File: config.mk
export PLATFORM = sky130hd
export DESIGN_NAME = tts_controller
export DESIGN_NICKNAME = d
export VERILOG_FILES = /design/src/rtl/core/tts_pkg.sv /design/src/rtl/core/tts_controller.sv
export SDC_FILE = /design/constraint.sdc
export NUM_CORES = 1
export LEC_CHECK = 0
export ABC_AREA = 1
export BUFFER_PORTS_ARGS = -buffer_cell sky130_fd_sc_hd__buf_2
export CAP_MARGIN = 20
export CORE_ASPECT_RATIO = 1.4
export CORE_MARGIN = 4
export CORE_UTILIZATION = 45
export DETAILED_ROUTE_END_ITERATION = 12
export PLACE_DENSITY = 0.62
export SLEW_MARGIN = 15
export SYNTH_ARGS = -nofsm -noshare
export SYNTH_HDL_FRONTEND = slang
export SYNTH_SLANG_ARGS = --single-unit
export TNS_END_PERCENT = 10
File: constraint.sdc
create_clock -name clock -period 2.66 [get_ports clock]
set_input_delay 0.532 -clock clock [delete_from_list [all_inputs] [get_ports clock]]
set_output_delay 0.532 -clock clock [all_outputs]
set_load 0.01 [all_outputs]
File: src/rtl/core/tts_pkg.sv
// ----------------------------------------------------------------------------
// tts_pkg
// Shared types and constants for the tridiagonal Thomas solver.
// ----------------------------------------------------------------------------
package tts_pkg;

   localparam int MAX_ROWS  = 64;
   localparam int FRAC_BITS = 16;
   localparam int ROW_W     = 6;
   localparam int CNT_W     = 7;

   localparam logic [1:0] ST_OK       = 2'd0;
   localparam logic [1:0] ST_SINGULAR = 2'd1;
   localparam logic [1:0] ST_OVERFLOW = 2'd2;

   typedef struct packed {
      logic signed [31:0] lower;
      logic signed [31:0] main_diag;
      logic signed [31:0] upper;
      logic signed [31:0] rhs_value;
      logic               last_row;
   } req_type;

   typedef struct packed {
      logic signed [31:0] solution;
      logic [5:0]         row_index;
      logic [1:0]         status;
      logic               final_res;
   } rsp_type;

   typedef enum logic [5:0] {
      OP_NONE   = 6'b000001,
      OP_LOAD   = 6'b000010,
      OP_PIVOT  = 6'b000100,
      OP_DIVC   = 6'b001000,
      OP_DIVD   = 6'b010000,
      OP_STORE  = 6'b100000
   } op_type;

   typedef struct packed {
      op_type     op;
      logic       back_start;  // point the sweep at the last row
      logic       back_step;   // compute next x
      logic       div_start;
      logic       end_run;
   } cmd_type;

   typedef struct packed {
      logic       div_done;
      logic       full;
      logic       pivot_zero;
      logic [CNT_W-1:0] row_count;
   } sts_type;

   function automatic logic signed [31:0] sat32(input logic signed [65:0] v);
      if (v > 66'sd2147483647) return 32'sh7fffffff;
      if (v < -66'sd2147483648) return 32'sh80000000;
      return v[31:0];
   endfunction

endpackage

File: src/rtl/core/tts_controller.sv
// ----------------------------------------------------------------------------
// tts_controller
// Sequences row intake, pivot, two divisions, store, and back substitution.
// ----------------------------------------------------------------------------
module tts_controller import tts_pkg::*; (
   input  logic    clock,
   input  logic    reset,
   input  logic    req_valid,
   input  logic    req_last,
   output logic    req_stall,
   input  sts_type sts,
   output cmd_type cmd,
   output logic    rsp_valid,
   input  logic    rsp_stall
);
   typedef enum logic [9:0] {
      S_IDLE  = 10'b0000000001,
      S_MUL   = 10'b0000000010,
      S_PIV   = 10'b0000000100,
      S_DIVC  = 10'b0000001000,
      S_DIVD  = 10'b0000010000,
      S_STORE = 10'b0000100000,
      S_BREAD = 10'b0001000000,
      S_BMUL  = 10'b0010000000,
      S_BOUT  = 10'b0100000000,
      S_BWAIT = 10'b1000000000
   } state_type;

   state_type st_ff, st_in;
   logic      last_ff, last_in;
   logic [CNT_W-1:0] left_ff, left_in;
   logic      vld_ff, vld_in;
   logic [1:0] wait_ff, wait_in;

   assign req_stall = (st_ff != S_IDLE);
   assign rsp_valid = vld_ff;

   always_comb begin
      st_in = st_ff; last_in = last_ff; left_in = left_ff; vld_in = vld_ff;
      wait_in = wait_ff;
      cmd = '{op: OP_NONE, back_start: 1'b0, back_step: 1'b0, div_start: 1'b0,
              end_run: 1'b0};
      case (st_ff)
         S_IDLE: begin
            if (req_valid) begin
               cmd.op = OP_LOAD;
               last_in = req_last;
               st_in = sts.full ? (req_last ? S_BREAD : S_IDLE) : S_MUL;
               if (sts.full && req_last) cmd.back_start = 1'b1;
               wait_in = 2'd0;
            end
         end
         S_MUL: begin
            wait_in = wait_ff + 1'b1;
            if (wait_ff == 2'd1) st_in = S_PIV;
         end
         S_PIV: begin
            cmd.op = OP_PIVOT;
            st_in = S_DIVC;
            wait_in = 2'd0;
         end
         S_DIVC: begin
            cmd.op = OP_DIVC;
            if (wait_ff == 2'd0) begin
               cmd.div_start = 1'b1;
               wait_in = 2'd1;
            end else if (sts.div_done) begin
               st_in = S_DIVD;
               wait_in = 2'd0;
            end
         end
         S_DIVD: begin
            cmd.op = OP_DIVD;
            if (wait_ff == 2'd0) begin
               cmd.div_start = 1'b1;
               wait_in = 2'd1;
            end else if (sts.div_done) begin
               st_in = S_STORE;
            end
         end
         S_STORE: begin
            cmd.op = OP_STORE;
            st_in = last_ff ? S_BREAD : S_IDLE;
            if (last_ff) cmd.back_start = 1'b1;
         end
         S_BREAD: begin
            left_in = (st_ff == S_BREAD && wait_ff == 2'd3) ? left_ff : sts.row_count;
            wait_in = 2'd0;
            st_in = S_BMUL;
         end
         S_BMUL: begin
            wait_in = wait_ff + 1'b1;
            if (wait_ff == 2'd2) begin
               cmd.back_step = 1'b1;
               st_in = S_BOUT;
               vld_in = 1'b1;
               left_in = left_ff - 1'b1;
            end
         end
         S_BOUT: begin
            if (!rsp_stall) begin
               vld_in = 1'b0;
               if (left_ff == '0) begin
                  cmd.end_run = 1'b1;
                  st_in = S_IDLE;
               end else begin
                  st_in = S_BWAIT;
                  wait_in = 2'd0;
               end
            end
         end
         S_BWAIT: begin
            st_in = S_BMUL;
            wait_in = 2'd0;
         end
         default: st_in = S_IDLE;
      endcase
   end

   always_ff @(posedge clock) begin
      left_ff <= left_in;
      if (reset) begin
         st_ff <= S_IDLE;
         last_ff <= 1'b0;
         vld_ff <= 1'b0;
         wait_ff <= 2'd0;
      end else begin
         st_ff <= st_in;
         last_ff <= last_in;
         vld_ff <= vld_in;
         wait_ff <= wait_in;
      end
   end

   property p_no_accept_busy;
      @(posedge clock) disable iff (reset) (st_ff != S_IDLE) |-> req_stall;
   endproperty
   assert property (p_no_accept_busy) else $error("row taken while busy");

   property p_valid_only_bout;
      @(posedge clock) disable iff (reset) rsp_valid |-> (st_ff == S_BOUT);
   endproperty
   assert property (p_valid_only_bout) else $error("result outside output state");

   property p_end_idle;
      @(posedge clock) disable iff (reset) cmd.end_run |=> (st_ff == S_IDLE);
   endproperty
   assert property (p_end_idle) else $error("run end without idle");
endmodule

Word-level counts from Yosys, hierarchy flattened
Index checks and enable logic that the tools add are counted.
W data, S select, Z words.
Word-level totals
  RAM bits: 0
  memories kept: 0
  latch bits: 0
  bits of input ports: 15
  logic and storage cells: 87
  bits in read-only memories: 0
  register bits after elaboration: 21
  output and inout port bits: 12
Operators by class
  multiplexer cells: 38
  shifts and indexed selects: 0
  equal/unequal tests: 26
  magnitude comparators: 0
  divide/modulo/power cells: 0
  $add $sub $neg: 2
  $mul: 0
  reduce and logical (&&, ||, !) cells: 16
  bitwise logic cells: 0
Operators with widths (count)
  $mux W10: 9
  $pmux W10 S9: 1
  $mux W7: 5
  $pmux W6 S5: 1
  $ne A2 B2 Y1 const B: 11
  $pmux W7 S2: 1
  $mux W2: 6
  $pmux W2 S6: 1
  $mux W1: 11
  $eq A10 B1 Y1 const B: 1
  $eq A10 B10 Y1 const B: 1
  $eq A10 B2 Y1 const B: 1
  $eq A10 B3 Y1 const B: 1
  $eq A10 B4 Y1 const B: 1
  $eq A10 B5 Y1 const B: 1
  $eq A10 B6 Y1 const B: 1
  $eq A10 B7 Y1 const B: 1
  $eq A10 B8 Y1 const B: 1
  $eq A10 B9 Y1 const B: 1
  $ne A10 B1 Y1 const B: 1
  $reduce_and A8 Y1: 1
  $logic_not A7 Y1: 1
  $sub A7 B1 Y7 const B: 1
  $reduce_and A3 Y1: 2
  14 further kinds: 20

Longest topological paths before layout
  depth after elaboration: 4
  gate-level depth with buffers: 12
  depth with buffers taken out: 12

Worst setup path after synthesis
OpenSTA, ideal clock, no wires.
  path kind: register -> register
  from: register st_ff[3]
  to: register left_ff[0], enable pin
  buffers on the path: 1
  required time: 2.277 ns
  cell stages (with the launch flop): 8
  data arrival time: 1.509 ns
  clock period less this slack: 1.892 ns
  setup time: 0.383 ns
  setup slack: 0.768 ns
  path through: dfxtp_1 -> nor2_2 -> nand2_4 -> inv_2 -> nand3_4 -> inv_1 -> buf_2 -> o31ai_1
Between the ends
  cells in the longest elaborated chain, start to end: 4
  elaborated cells between the ends (all ways): 7
  those cells by class: eq/ne (4); reduce/logical (3)
Ends and longest elaborated chain
  start, declared: RTL line tts_controller.sv:29  | state_type st_ff, st_in;
  start signal, assigned: RTL line tts_controller.sv:128  | st_ff <= st_in;
  $eq A10 B7 Y1: RTL line tts_controller.sv:43, tts_controller.sv:87
  $logic_and A1 B1 Y1: RTL line tts_controller.sv:87  | left_in = (st_ff == S_BREAD && wait_ff == 2'd3) ? left_ff : sts.row_count;
  $ne A2 B2 Y1 (no line)
  $reduce_and A3 Y1 (no line) *
  end signal, assigned: RTL line tts_controller.sv:121  | left_ff <= left_in;
  end, declared: RTL line tts_controller.sv:31  | logic [CNT_W-1:0] left_ff, left_in;
Mark *: on every way between the ends. The rest lies on a longest branch, timed or not.
A chain may end at the register's enable or synchronous reset.

==> flow_summary.json <==
{
  "outcome": "complete, no violations",
  "cts_tree": "done",
  "worstHoldPathType": "reg -> reg",
  "final-seq-area_um2": 490,
  "fin_area_mm2": 0.00177,
  "synthSimpleGateAreaFrac_pct": 43.2,
  "worstSetupPathType": "reg -> out",
  "ys_ff_latch": 21,
  "switching_share_pct": 49.8,
  "clkPwrFrac_pct": 12.8,
  "r2r-end": "left_ff[6]",
  "grt.met3_usage_pct": 1.83,
  "place_hpwl_um": 3020,
  "wire_per_inst_um": 12.4,
  "whs_ns": 0.482,
  "arrival_ns": 1.73,
  "synth_cell_types": 29,
  "multi_input_area_um2": 928,
  "critPathMaxStageDelay_ns": 0.43,
  "slowest_stage": "dfxtp_1",
  "synthMuxAreaShare_pct": 0,
  "drt_pass1_iterations": 4,
  "tns_ns": 0,
  "grt_setup_unrepaired": "false",
  "synth_top_family_by_area": "simple AND/OR/NAND/NOR gates",
  "fin_util_pct": 52.9,
  "p_seq_share_pct": 26.2,
  "gr-usage-met1_pct": 22.1,
  "clockRootBuffer": "clkbuf_8",
  "portBuffers": 25,
  "synth_nets": 251,
  "cp_cell_sequence": "inv_1 > nor2_2 > nand3_4 > inv_1 > nand2_1 > inv_1 > buf_2",
  "slew_headroom_pct": 30.6,
  "max_cap_viol_count": 0,
  "via_per_inst": 4.93,
  "cpMostUsedCell": "inv_1",
  "reg2regPathDepth": 6,
  "clock_skew_ns": 0.00433,
  "vias": 1468,
  "grt_pass1_vias": 1473,
  "power_density_mw_per_mm2": 974,
  "grtUsageTotal_pct": 18.7,
  "gp_congestion": 0.822,
  "dr.first_iter.drc_count": 39,
  "synth-xor-area-share_pct": 2.82,
  "critPathCaptureType": "primary output",
  "period_needed_ns": 2.26,
  "required_ns": 2.13,
  "grt_pass1_wl_um": 6590,
  "clockBufferDepth": 2,
  "grt_max_degree": 13,
  "cts_resized": 0,
  "core_area_mm2": 0.00335,
  "use_met2_pct": 33.5,
  "wl_um": 3690,
  "p_leak_nw": 0.923,
  "die_area_mm2": 0.00447,
  "avgSynthCellArea_um2": 6.76,
  "syn-cell-area_mm2": 0.00156,
  "total_power_mw": 1.73,
  "clkTransAtPathRegs_ns": 0.08,
  "cts_setup_buffers": 0,
  "drive_gt1_share_pct": 22.9,
  "ir_worst_vdd_v": 0.000743,
  "rrSetupSlack_ns": 0.47,
  "hold_viol_final": 0,
  "cts_made_buffers": 3,
  "worst_setup_path_start_kind": "flop",
  "min_path_cells": 2,
  "initial_core_util_pct": 46.5,
  "syn_inst": 230,
  "place_area_mm2": 0.00173,
  "critPathMaxFanout": 11,
  "fmax_mhz": 443,
  "switching_power_uw": 860,
  "setup-violations-final": 0,
  "synthFlopType": "dfxtp_1",
  "power.internal_uw": 867,
  "placementRows": 25,
  "antenna_found_initial": 0,
  "top_usage_layer": "met2",
  "ios": 27,
  "die_w_um": 57.7,
  "nNetsFinal": 280,
  "yosys-top-cells-count": "53 x nand2_1, 40 x nor2_1, 28 x inv_1",
  "cts.sinks": 21,
  "yosysSeqAreaShare_pct": 31.5,
  "syn2layout_area_growth_pct": 13.9,
  "yosys.area_share.adder_pct": 4.83,
  "drv_slew": 0,
  "htree_levels": 1,
  "min_to": "rsp_valid",
  "filler_cell_count": 354,
  "grt_overflow": 0,
  "synth_area_leaders": "dfxtp_1 18%, edfxtp_1 14%, nand2_1 13%",
  "min_from": "rsp_valid",
  "synth_top_area_share_pct": 18.0,
  "drc": 0,
  "diodes": 0,
  "die_y_um": 77.6,
  "synth-edff-count": 7,
  "worstReg2RegStart": "st_ff[1]",
  "synth_top_cell_by_area": "dfxtp_1",
  "tightest_slew_ns": 1.03,
  "fin_crit_sh_pct": 84.9,
  "async_flop_share_pct": 0,
  "pwr-share-comb_pct": 61.0,
  "clk_latency_ns": 0.27,
  "postCtsHoldBufs": 0,
  "synth_most_common_cell": "nand2_1",
  "synth_compound_area_share_pct": 8.85,
  "ys.warnings.count": 0,
  "ant_nets": 0
}
==> logic make-up after synthesis <==
kind of cell    Yosys count
simple gates            137
buf+inv                  36
compound gates           25
flops                    21
fa+ha+maj                 6
xor+xnor                  5
==> critical path, delay by kind of cell, from the launching register on <==
family	cells	cell delay, ns
simple gates	3	0.48
flops	1	0.43
buf+inv	4	0.54
==> state kept, by name, summed over array words and instances (netlist names) <==
| signal | cells |
|---|---|
| st_ff | 10 |
| left_ff | 7 |
| wait_ff | 2 |
| last_ff | 1 |
| rsp_valid | 1 |
==> stage by stage <==
stage,instances,setup slack (ns)
after CTS,298,0.377
after global placement,294,0.449
after global routing,298,0.233
final,298,0.401
after floorplan,230,0.768
after detailed placement,294,0.421
==> power by group through the flow <==
stage	Sequential (mW)	Combinational [mW]	Clock, mW
2_1_floorplan	0.447	0.844	0
3_3_place_gp	0.459	1.05	0
3_5_place_dp	0.460	1.05	0
4_1_cts	0.453	1.06	0.228
5_1_grt	0.459	1.21	0.238
6_report	0.452	1.05	0.221
==> worst max-delay path by stage <==
stage	start	end	slack, ns
4_1_cts	st_ff[7]	cmd[2]	0.38
5_1_grt	st_ff[7]	cmd[2]	0.23
3_5_place_dp	st_ff[1]	left_ff[0]	0.42
2_1_floorplan	st_ff[3]	left_ff[0]	0.77
3_3_place_gp	st_ff[1]	left_ff[0]	0.45
6_report	st_ff[7]	cmd[2]	0.40
==> placed cells by master, fill, tap and decap left out <==
cell	count
nand4_1	2
edfxtp_1	7
a21oi_1	12
a21boi_0	1
nor2_2	6
ha_1	6
nor3b_1	1
nand3_2	2
nand2_4	4
xor2_1	3
o21ai_2	2
o21ai_0	8
or2_1	1
buf_2	25
o31ai_1	1
dfxtp_1	14
clkinv_2	1
clkbuf_8	3
o21ai_1	1
nor2_4	4
nor3b_2	1
nor3_1	8
nand3_1	9
inv_2	7
nor2_1	40
inv_1	28
nand2_2	3
xnor2_1	2
nand3_4	1
nand2_1	53
nand3b_1	2
==> area by class of cell <==
cell class	count	area share (%)
repair buffers	25	7.06
inverters	35	7.42
clock inverters	1	0.282
flip-flops and latches	21	27.7
well taps	40	2.82
clock buffers	3	2.33
multi-input cells	173	52.4
==> routing by layer <==
metal / part of all wire, % / routed length, um / vias to the layer above
li1: - / - / 782
met1: 39 / 1450 / 642
met2: 54 / 1990 / 37
met3: 4.5 / 166 / 7
met4: 2.1 / 79 / 0
met5: 0 / 0 / -
(Power assumes the default switching activity.)
